`src/hdl/slab_object_allocator_assert.svh`:
```
// Assertion macros for the slab object allocator.
// Depends on nothing; included inside module bodies.
`ifndef SLAB_OBJECT_ALLOCATOR_ASSERT_SVH
`define SLAB_OBJECT_ALLOCATOR_ASSERT_SVH
// implication checked on every clock edge outside reset
`define SOA_ASSERT_IMP(label, clk, rst_n, a, c, msg) \
	label: assert property (@(posedge clk) disable iff (!rst_n) (a) |-> (c)) else $error(msg);
// next-cycle implication
`define SOA_ASSERT_NXT(label, clk, rst_n, a, c, msg) \
	label: assert property (@(posedge clk) disable iff (!rst_n) (a) |=> (c)) else $error(msg);
`endif

```
`src/hdl/soa_pkg.sv`:
```
// Package for the slab object allocator: payload structs, codes, constants.
// No dependencies.
package soa_pkg;
	localparam int OBJ_MAX = 64;
	localparam logic [1:0] CLS_UNUSED  = 2'd0;
	localparam logic [1:0] CLS_EMPTY   = 2'd1;
	localparam logic [1:0] CLS_PARTIAL = 2'd2;
	localparam logic [1:0] CLS_FULL    = 2'd3;
	localparam logic [2:0] ST_OK       = 3'd0;
	localparam logic [2:0] ST_NO_SLAB  = 3'd1;
	localparam logic [2:0] ST_BAD_SLAB = 3'd2;
	localparam logic [2:0] ST_RANGE    = 3'd3;
	localparam logic [2:0] ST_DOUBLE   = 3'd4;
	localparam logic       ACT_ALLOC   = 1'b0;
	localparam logic       ACT_FREE    = 1'b1;

	typedef struct packed {
		logic       action;
		logic [3:0] slab_id;
		logic [5:0] object_index;
	} req_t;

	typedef struct packed {
		logic [2:0] status;
		logic [3:0] given_slab;
		logic [5:0] given_index;
	} rsp_t;
endpackage

```
`src/hdl/soa_queue.sv`:
```
// Two-entry request queue between the front end and the engine.
// Depends on soa_pkg.
module soa_queue (
	input  logic           clk,
	input  logic           arst_n,
	input  logic           in_valid,
	output logic           in_ready,
	input  soa_pkg::req_t  in_data,
	output logic           out_valid,
	input  logic           out_ready,
	output soa_pkg::req_t  out_data
);
	import soa_pkg::*;
	req_t       mem_q [2];
	logic       wp_q, rp_q;
	logic [1:0] cnt_q;

	assign in_ready  = cnt_q != 2'd2;
	assign out_valid = cnt_q != 2'd0;
	assign out_data  = mem_q[rp_q];

	always_ff @(posedge clk) begin
		if (in_valid && in_ready) mem_q[wp_q] <= in_data;
	end

	always_ff @(posedge clk or negedge arst_n) begin
		if (!arst_n) begin
			wp_q <= 1'b0;
			rp_q <= 1'b0;
			cnt_q <= 2'd0;
		end else begin
			if (in_valid && in_ready) wp_q <= ~wp_q;
			if (out_valid && out_ready) rp_q <= ~rp_q;
			cnt_q <= cnt_q + 2'(in_valid && in_ready) - 2'(out_valid && out_ready);
		end
	end
endmodule

```
`src/hdl/soa_engine.sv`:
```
// Back end: slab tables, list links and the read-modify-write.
// Depends on soa_pkg and the assertion header.
module soa_engine #(
	parameter int SLABS = 16,
	parameter int SW = (SLABS > 1) ? $clog2(SLABS) : 1,
	parameter int LW = $clog2(SLABS + 1)
) (
	input  logic          clk,
	input  logic          arst_n,
	input  logic [6:0]    slot_cnt,
	input  logic          req_valid,
	output logic          req_ready,
	input  soa_pkg::req_t req,
	output logic          rsp_valid,
	input  logic          rsp_ready,
	output soa_pkg::rsp_t rsp
);
	import soa_pkg::*;
	`include "slab_object_allocator_assert.svh"

	localparam logic [LW-1:0] NUL = LW'(SLABS);

	logic [63:0]   occ_q  [SLABS];
	logic [6:0]    fre_q  [SLABS];
	logic [1:0]    cls_q  [SLABS];
	logic [LW-1:0] nxt_q  [SLABS];
	logic [LW-1:0] prv_q  [SLABS];
	logic [LW-1:0] head_q [3];

	logic          busy_q;
	req_t          req_s1;
	logic [SW-1:0] uslab_s1;
	logic          uhit_s1;

	// lowest unused slab
	logic [SW-1:0] uslab;
	logic          uhit;
	always_comb begin
		uslab = '0;
		uhit = 1'b0;
		for (int i = SLABS - 1; i >= 0; i--) begin
			if (cls_q[i] == CLS_UNUSED) begin
				uslab = SW'(i);
				uhit = 1'b1;
			end
		end
	end

	assign req_ready = !busy_q && !(rsp_valid && !rsp_ready);

	// busy state: decide
	logic          sel_ok, fresh;
	logic [SW-1:0] s;
	logic [63:0]   occ;
	logic [6:0]    fr;
	logic [1:0]    cl;
	logic [6:0]    idx;
	logic [2:0]    st;
	logic          do_move;
	logic [1:0]    ncls;
	logic [63:0]   nocc;
	logic [6:0]    nfr;
	always_comb begin
		fresh = 1'b0;
		sel_ok = 1'b1;
		s = '0;
		if (req_s1.action == ACT_ALLOC) begin
			if (head_q[CLS_PARTIAL-1] != NUL) s = head_q[CLS_PARTIAL-1][SW-1:0];
			else if (head_q[CLS_EMPTY-1] != NUL) s = head_q[CLS_EMPTY-1][SW-1:0];
			else begin
				s = uslab_s1;
				fresh = uhit_s1;
				sel_ok = uhit_s1;
			end
		end else begin
			s = SW'(req_s1.slab_id);
			sel_ok = {28'd0, req_s1.slab_id} < SLABS;
		end
		occ = fresh ? 64'd0 : occ_q[s];
		fr = fresh ? slot_cnt : fre_q[s];
		cl = cls_q[s];
		idx = 7'd64;
		for (int i = OBJ_MAX - 1; i >= 0; i--) begin
			if (!occ[i] && 7'(i) < slot_cnt) idx = 7'(i);
		end
		st = ST_OK;
		do_move = 1'b0;
		ncls = CLS_EMPTY;
		nocc = occ;
		nfr = fr;
		if (req_s1.action == ACT_ALLOC) begin
			if (!sel_ok || idx == 7'd64) st = ST_NO_SLAB;
			else begin
				nocc = occ | (64'd1 << idx[5:0]);
				nfr = (fr != 7'd0) ? fr - 7'd1 : fr;
				do_move = 1'b1;
				ncls = (nfr == 7'd0) ? CLS_FULL : CLS_PARTIAL;
			end
		end else begin
			if (!sel_ok || cl == CLS_UNUSED || fr >= slot_cnt) st = ST_BAD_SLAB;
			else if ({1'b0, req_s1.object_index} >= slot_cnt) st = ST_RANGE;
			else if (!occ[req_s1.object_index]) st = ST_DOUBLE;
			else begin
				nocc = occ & ~(64'd1 << req_s1.object_index);
				nfr = (fr != 7'd127) ? fr + 7'd1 : fr;
				if (nfr >= slot_cnt) begin
					do_move = 1'b1;
					ncls = CLS_EMPTY;
				end else if (fr == 7'd0) begin
					do_move = 1'b1;
					ncls = CLS_PARTIAL;
				end
			end
		end
	end

	// list update: unlink from old list (if any), push to front of new
	logic [1:0]    ocls;
	logic [LW-1:0] p, n, h;
	always_comb begin
		ocls = fresh ? CLS_UNUSED : cl;
		p = prv_q[s];
		n = nxt_q[s];
		h = head_q[ncls-1];
		if (ocls != CLS_UNUSED && ocls == ncls && h == LW'(s)) h = n;
	end

	always_ff @(posedge clk) begin
		if (busy_q && st == ST_OK) begin
			occ_q[s] <= nocc;
			fre_q[s] <= nfr;
		end
	end

	always_ff @(posedge clk or negedge arst_n) begin
		if (!arst_n) begin
			busy_q <= 1'b0;
			rsp_valid <= 1'b0;
			rsp <= '0;
			req_s1 <= '0;
			uslab_s1 <= '0;
			uhit_s1 <= 1'b0;
			for (int i = 0; i < SLABS; i++) begin
				cls_q[i] <= CLS_UNUSED;
				nxt_q[i] <= NUL;
				prv_q[i] <= NUL;
			end
			for (int i = 0; i < 3; i++) head_q[i] <= NUL;
		end else begin
			if (rsp_valid && rsp_ready) rsp_valid <= 1'b0;
			if (req_valid && req_ready) begin
				busy_q <= 1'b1;
				req_s1 <= req;
				uslab_s1 <= uslab;
				uhit_s1 <= uhit;
			end
			if (busy_q) begin
				busy_q <= 1'b0;
				rsp_valid <= 1'b1;
				rsp.status <= st;
				rsp.given_slab <= (st == ST_OK && req_s1.action == ACT_ALLOC) ? 4'(s) : 4'd0;
				rsp.given_index <= (st == ST_OK && req_s1.action == ACT_ALLOC) ? idx[5:0] : 6'd0;
				if (st == ST_OK && do_move) begin
					if (ocls != CLS_UNUSED) begin
						if (p != NUL) nxt_q[p[SW-1:0]] <= n;
						else head_q[ocls-1] <= n;
						if (n != NUL) prv_q[n[SW-1:0]] <= p;
					end
					if (h != NUL && h != LW'(s)) prv_q[h[SW-1:0]] <= LW'(s);
					else if (h != NUL && ocls != CLS_UNUSED && n != NUL && n == h)
						prv_q[h[SW-1:0]] <= LW'(s);
					cls_q[s] <= ncls;
					prv_q[s] <= NUL;
					nxt_q[s] <= h;
					head_q[ncls-1] <= LW'(s);
				end
			end
		end
	end

	`SOA_ASSERT_NXT(a_busy_one, clk, arst_n, busy_q, !busy_q && rsp_valid, "busy over one cycle")
	`SOA_ASSERT_IMP(a_no_take_busy, clk, arst_n, busy_q, !req_ready, "took request while busy")
	`SOA_ASSERT_NXT(a_rsp_hold, clk, arst_n, rsp_valid && !rsp_ready, rsp_valid && $stable(rsp),
		"result dropped")
endmodule

```
`src/hdl/slab_object_allocator.sv`:
```
// Slab object allocator top: front end, request queue and engine.
// Depends on soa_pkg, soa_queue and soa_engine.
// Path: request registered into the engine, decided while busy, result registered,
// plus queue wait. No new request is taken while busy or while a result is held.
// Reset: all slabs unused, lists empty, slot count 32; no clearing pass.
module slab_object_allocator #(
	parameter int SLABS = 16
) (
	input  logic          clk,
	input  logic          arst_n,
	input  logic          cfg_we,
	input  logic [6:0]    cfg_wdata,
	input  logic          in_valid,
	output logic          in_ready,
	input  soa_pkg::req_t in_data,
	output logic          out_valid,
	input  logic          out_ready,
	output soa_pkg::rsp_t out_data
);
	import soa_pkg::*;
	logic [6:0] ops_q;
	logic [6:0] slot_cnt;
	logic       qv, qr;
	req_t       qd;

	always_ff @(posedge clk or negedge arst_n) begin
		if (!arst_n) ops_q <= 7'd32;
		else if (cfg_we) ops_q <= cfg_wdata;
	end

	// clamp to the valid slot range
	assign slot_cnt = (ops_q < 7'd2) ? 7'd2 : (ops_q > 7'(OBJ_MAX)) ? 7'(OBJ_MAX) : ops_q;

	soa_queue u_queue (
		.clk, .arst_n, .in_valid, .in_ready, .in_data,
		.out_valid(qv), .out_ready(qr), .out_data(qd)
	);

	soa_engine #(.SLABS(SLABS)) u_engine (
		.clk, .arst_n, .slot_cnt,
		.req_valid(qv), .req_ready(qr), .req(qd),
		.rsp_valid(out_valid), .rsp_ready(out_ready), .rsp(out_data)
	);
endmodule
```
`config.mk`:
```
export PLATFORM = sky130hd
export DESIGN_NAME = slab_object_allocator
export DESIGN_NICKNAME = d
export VERILOG_FILES = /design/src/hdl/soa_pkg.sv /design/src/hdl/soa_queue.sv /design/src/hdl/soa_engine.sv /design/src/hdl/slab_object_allocator.sv
export VERILOG_INCLUDE_DIRS = /design/src /design/src/hdl
export SDC_FILE = /design/constraint.sdc
export NUM_CORES = 2
export LEC_CHECK = 0
export BUFFER_PORTS_ARGS = -buffer_cell sky130_fd_sc_hd__buf_4
export CORE_ASPECT_RATIO = 1.75
export CORE_MARGIN = 4
export CORE_UTILIZATION = 49
export DETAILED_ROUTE_END_ITERATION = 16
export GPL_TIMING_DRIVEN = 0
export PLACE_DENSITY = 0.7
export SYNTH_ARGS = -nofsm -noshare
export SYNTH_HDL_FRONTEND = slang
export SYNTH_SLANG_ARGS = --single-unit
```
`constraint.sdc`:
```
create_clock -name clk -period 27 [get_ports clk]
set_clock_uncertainty 0.05 [all_clocks]
set_input_delay 5.4 -clock clk [delete_from_list [all_inputs] [get_ports clk]]
set_output_delay 5.4 -clock clk [all_outputs]
set_load 0.01 [all_outputs]
```
==> results.md, run 1 <==
- The portion of the post-synthesis area used by sequential elements is around three fifths.
- The post-synthesis instance area is roughly 0.067 mm^2.
- The via count of the first global-routing pass is 62330.
- The predominant post-synthesis flop cell is sky130_fd_sc_hd__edfxtp_1.
- The number of synthesis warnings is 0.
- When the netlist entered floorplanning its net count stood at 5869.
- Input and output buffers added on the ports amount to 36.
- The floorplan row count is around 180.
- The synthesized instance count is 5819.
- The first global-routing pass estimated about 540000 um of wire.
- The flow did not finish.
- The clock passes through at most 3 buffers.
- The average cell area after synthesis is around 12 um^2.
- The largest net degree at the start of global routing is 92.
- The first error in the log reads "[ERROR GRT-0116] Global routing finished with congestion. Check the congestion regions in the DRC Viewer".
- The number of hold buffers added after CTS was 0.
- Post-CTS timing repair inserted 0 buffers for setup.
- The wire-length estimate of the detail-placed layout is 280800 um.
- The simple logic cell fraction of the synthesized area is 13.03%.
- The compound-cell area share of the yosys netlist is 17.13%.
- The main combinational cell family by area after synthesis is compound AO/OA/AOI/OAI gates.
- For this configuration, the core starts out at a cell density of slightly below 50%.
- The total CTS buffers is 130.
- Measured along the y axis, the die boundary spans approximately 500 um.
- The fraction of synthesis flops using an asynchronous set or reset pin is approximately 18%.
- At the end of routability-driven placement, the weighted congestion stood at 1.108.
- Synthesis inferred 1407 register bits.
- Counting tap cells, the placed design contains a total of 7792 instances.
- The xor/xnor cell area share of the yosys netlist is less than 1%.
- The total overflow left after global routing is 57.
- In this run, synthesis inferred 1158 flip-flops with an integrated enable.
- In this run the count of I/O pins placed on the die edge is 38.
- The count of different cell masters after synthesis is about 120.
- The number of gates resized after CTS was 0.
- Global routing used 54.83% of the available tracks.
- The maximum level of the CTS H-tree is 4.
- The portion of synthesized area spent on multiplexers is 4.534%.
- The fraction of the mapped netlist area in adder cells is 0.5013%.
- In this run the clock root is driven by a sky130_fd_sc_hd__clkbuf_16.
- In this run the horizontal extent of the chip is 288.3 um.
- The stage where the run ended is global routing (5_1_grt).
- The clock net sink count is 1407.
- Prior to clock tree synthesis, the placed netlist has a worst setup slack of 9.126 ns.
## cell families after synthesis
family / after synthesis
flops: 1407
simple gates: 1811
fa+ha+maj: 27
xor+xnor: 13
buf+inv: 588
mux: 292
compound gates: 1681
## per-stage QoR
| step | instance area (um^2) | hold WS (ns) | utilization [%] |
|---|---|---|---|
| 2_1_floorplan | 67390 | 0.3854 | - |
| 3_3_place_gp | 69920 | 0.4068 | 51.27 |
| 3_5_place_dp | 72320 | 0.4062 | 53.02 |
| 4_1_cts | 76820 | 0.4200 | 56.32 |
## layer usage
layer / GRT usage (%) / GRT overflow
met1: 52.51 / 0
met2: 83.68 / 40
met3: 22.00 / 0
met4: 61.38 / 17
met5: 1.199 / 0
## synth_stat cells, types with 76 or more instances
| cell type | number | share of area, % |
|---|---|---|
| sky130_fd_sc_hd__clkbuf_1 | 311 | 1.7 |
| sky130_fd_sc_hd__nor3_1 | 83 | 0.62 |
| sky130_fd_sc_hd__edfxtp_1 | 1158 | 52 |
| sky130_fd_sc_hd__nand2_1 | 678 | 3.8 |
| sky130_fd_sc_hd__and3_1 | 164 | 1.5 |
| sky130_fd_sc_hd__o21ai_0 | 346 | 2.6 |
| sky130_fd_sc_hd__a211oi_1 | 253 | 2.8 |
| sky130_fd_sc_hd__dfrtp_1 | 213 | 7.9 |
| sky130_fd_sc_hd__a21oi_1 | 263 | 2.0 |
| sky130_fd_sc_hd__inv_1 | 145 | 0.81 |
| sky130_fd_sc_hd__mux2i_1 | 222 | 3.3 |
| sky130_fd_sc_hd__o22ai_1 | 102 | 0.95 |
| sky130_fd_sc_hd__nor2_1 | 302 | 1.7 |
| sky130_fd_sc_hd__a221o_1 | 76 | 1.1 |
| sky130_fd_sc_hd__nand3_1 | 281 | 2.1 |
==> inputs of run 2 (changes only) <==
--- a/config.mk
+++ b/config.mk
@@ -7,12 +7,11 @@
 export NUM_CORES = 2
 export LEC_CHECK = 0
 export BUFFER_PORTS_ARGS = -buffer_cell sky130_fd_sc_hd__buf_4
-export CORE_ASPECT_RATIO = 1.75
 export CORE_MARGIN = 4
-export CORE_UTILIZATION = 49
+export CORE_UTILIZATION = 34
 export DETAILED_ROUTE_END_ITERATION = 16
 export GPL_TIMING_DRIVEN = 0
-export PLACE_DENSITY = 0.7
+export PLACE_DENSITY_LB_ADDON = 0.15
 export SYNTH_ARGS = -nofsm -noshare
 export SYNTH_HDL_FRONTEND = slang
 export SYNTH_SLANG_ARGS = --single-unit
==> results.md, run 2 <==
- The worst-case headroom to the max-slew limit is -7.974%.
- The die footprint is 0.2054 mm^2.
- In this run the core area contains between 150 and 200 standard-cell rows.
- The net count after synthesis is 5869.
- By area the synthesized netlist is led by sky130_fd_sc_hd__edfxtp_1, sky130_fd_sc_hd__dfrtp_1, sky130_fd_sc_hd__nand2_1.
- The worst setup path is captured at a register.
- In this run the vertical extent of the chip is 453.2 um.
- The slack of the critical path is roughly 9 ns.
- The cell count after synthesis came out at 5819.
- In this run the count of I/O pins placed on the die edge is 38.
- The count of buffering cells on the critical path with inverters included is 16.
- The detailed router placed between 50000 and 60000 vias in this run.
- The post-synthesis instance area is just under 0.07 mm^2.
- Buffers inserted to repair hold after CTS numbered 0.
- The routed wire length is between 300000 and 400000 um.
- After detailed placement, the design holds a cell count of 8621.
- The flow ran to the end, but the final reports show violations.
- The via count of the first global-routing pass is 53180.
- In this run, synthesis produced a sequential element count of between 1000 and 1500.
- After synthesis, the share of flip-flops with an asynchronous set or reset is 17.70%.
- The die outline width is 453.2 um.
- Setup repair after global routing left no endpoint under its margin.
- The startpoint-to-endpoint class of the critical path is reg -> reg.
- TritonCTS built the clock tree.
- The register with the most flip-flops in the layout has 1024 of them.
- The root buffer selected by CTS is sky130_fd_sc_hd__clkbuf_16.
- The half-perimeter wire length after placement is 253600 um.
- For this run, the number of Yosys warnings is 0.
- The category of cells accounting for the largest share of critical-path delay is buffers and inverters.
- The setup violation total in the final timing report is 0.
- The first-pass GRT wire length is 468800 um.
- The checks that failed: max-capacitance violations, max-slew violations.
- For this run, the detailed router's first-pass iteration total came to 6.
- On the worst path, the slowest cell contributes a delay of 1.08 ns.
- Sorting the synthesized cells by how often they occur yields sky130_fd_sc_hd__edfxtp_1, sky130_fd_sc_hd__nand2_1, sky130_fd_sc_hd__o21ai_0, sky130_fd_sc_hd__clkbuf_1, sky130_fd_sc_hd__nor2_1.
- The total CTS buffers is 160.
- The shortest period the worst path allows is 18.08 ns.
- The average instance in the mapped netlist occupies 11.58 um^2.
- The effective utilization at floorplan is 34.17%.
- Post-CTS timing repair inserted 0 buffers for setup.
- Leaving out fill and tap cells, the most frequent cell in the layout is sky130_fd_sc_hd__edfxtp_1.
- The number of gates resized after CTS was 0.
- The top cell type by area accounts for 51.60% of the synthesized area.
- For the pin with the worst max-slew slack, the measured transition is 1.620 ns.
- The number of buffers added on ports is 36.
- The startpoint class of the critical path is a register.
- Derived from the worst setup path, the maximum achievable clock frequency is between 0.05 and 0.06 GHz.
- At the end of routability-driven placement, the weighted congestion stood at 1.030.
- The clock net in this run drives a total of about 1400 sinks.
- The largest registers in the layout are u_engine.occ_q (1024), u_engine.fre_q (112).
- The library cells used most frequently in the layout, excluding fill and tap cells, are sky130_fd_sc_hd__edfxtp_1, sky130_fd_sc_hd__nand2_1, sky130_fd_sc_hd__clkbuf_1, sky130_fd_sc_hd__o21ai_0, sky130_fd_sc_hd__nand3_1.
- The data required time at the worst endpoint is 27.63 ns.
- The post-route netlist has approximately 12% of its cells at a drive strength greater than 1.
- The most numerous cell type found on the critical path is sky130_fd_sc_hd__clkbuf_1.
- The maximum count of clock buffers along a single path is 3.
- In the routed design, unresolved DRC markers number 0.
- The portion of the post-synthesis area used by sequential elements is slightly above 60%.
- The critical path data arrival time is 18.71 ns.
- The minimum setup slack after placement is a little under 10 ns.
- The count of cells in the finished layout, fillers not included, comes to ~8900.
- The clock insertion delay at the later pin of the skew report is 0.88 ns.
- The total count of max-transition violations in the final report came to 73.
- The synthesis-to-finish area growth is 17.03%.
- The largest net degree at the start of global routing is 85.
- The final hold violation count is 0.
- The dominant cell by count in the synthesized netlist is sky130_fd_sc_hd__edfxtp_1.
- The detailed router finished its first iteration with 9000 violations.
- After layout, the worst path uses between 60% and 70% of the clock period.
- Yosys mapped the design onto 116 distinct sky130hd cell types.
- Among all flip-flop cells after synthesis, the most frequent one is sky130_fd_sc_hd__edfxtp_1.
- The class of the tightest hold or removal check is reg -> reg.
- The number of antenna violations at the first check in global routing is 31.
- The post-CTS clock slew at the launch and capture registers of the worst setup and hold paths is 0.06 ns.
- The floorplan step defined a core boundary enclosing 0.1972 mm^2.
- Yosys mapped a number of flops with a built-in enable equal to between 1000 and 1500.
- The largest fanout on the critical path is 10.
- The routed via count divided by cell count is 6.392.
- Counting flops per register, the top entry is u_engine.occ_q.
- The H-tree was split into 4 levels.
- The cell taking the most area after synthesis is sky130_fd_sc_hd__edfxtp_1.
- The aggregate global-route resource usage is 33.22%.
- At the end of the flow, the number of nets in the layout was 6194.
- The average detailed-routed wire length per instance is about 39 um.
- The setup TNS after final layout is 0 ns.
- Once detail routing completed, the nets flagged for antenna violations numbered 0.
- The remaining global-route overflow is 0.
- Across the run, the number of max-cap violations was 8.
- The slowest stage cell on the critical path is sky130_fd_sc_hd__clkbuf_1.
==> run 2: cell counts after synthesis <==
Identical to the previous run, type by type.
==> run 2: layout make-up <==
cell class	instances	area [um^2]
antenna	23	57.56
buffer	439	1962
clock buffer	210	4315
clock inverter	82	938.4
fill	19120	118400
inverter	149	559.3
multi-input combinational	3824	24260
sequential	1407	41050
tap	2640	3303
timing repair buffer	163	2421
==> run 2: cells by family after synthesis <==
family,after synthesis,share of synthesized area (%)
xor+xnor,13,0.1690
fa+ha+maj,27,0.5013
mux,292,4.534
compound gates,1681,17.13
flops,1407,60.91
simple gates,1811,13.03
buf+inv,588,3.719
==> run 2: metrics by stage <==
stage	area, um^2	hold WS, ns	util, %
4_1_cts	78750	0.4221	39.93
3_3_place_gp	70960	0.4097	35.98
6_report	78870	0.4231	39.99
5_1_grt	78810	0.4342	39.96
2_1_floorplan	67390	0.3854	-
3_5_place_dp	73500	0.4132	37.27
==> run 2: worst paths after layout <==
kind                                     startpoint            endpoint  slack (ns)  cells past startpoint
worst min-delay path             u_engine.nxt_q[34]  u_engine.nxt_q[34]        0.42                      2
worst max-delay path            u_engine.head_q[11]  u_engine.prv_q[78]        8.92                     49
min in group asynchronous                    arst_n     u_engine.rsp[1]        4.50                      1
max in group asynchronous                    arst_n  u_engine.cls_q[26]       21.33                      2
worst min register to register   u_engine.nxt_q[34]  u_engine.nxt_q[34]        0.42                      2
worst max register to register  u_engine.head_q[11]  u_engine.prv_q[78]        8.92                     49
==> run 2: worst reg2reg max path, delay by kind of cell, from the launching register on <==
family / cells / cell delay [ns]
XOR/XNOR: 1 / 0.17
AO/OA/AOI/OAI: 13 / 3.22
AND/OR/NAND/NOR: 15 / 3.07
adder cells (fa/ha/maj): 3 / 0.91
multiplexers: 1 / 0.35
buffers and inverters: 16 / 9.72
flip-flops: 1 / 0.42
==> run 2: metal layers <==
layer / global-route usage [%] / up-vias / wire [um]
li1: - / 23180 / -
met3: 8.264 / 832 / 37890
met2: 49.39 / 3841 / 150800
met4: 16.48 / 6 / 20620
met5: 0 / - / 42
met1: 45.13 / 29270 / 141100
Power of run 2 is left out: the tool's default activity adds up to more than one toggle a clock period on the data nets, which glitch-free logic cannot reach.
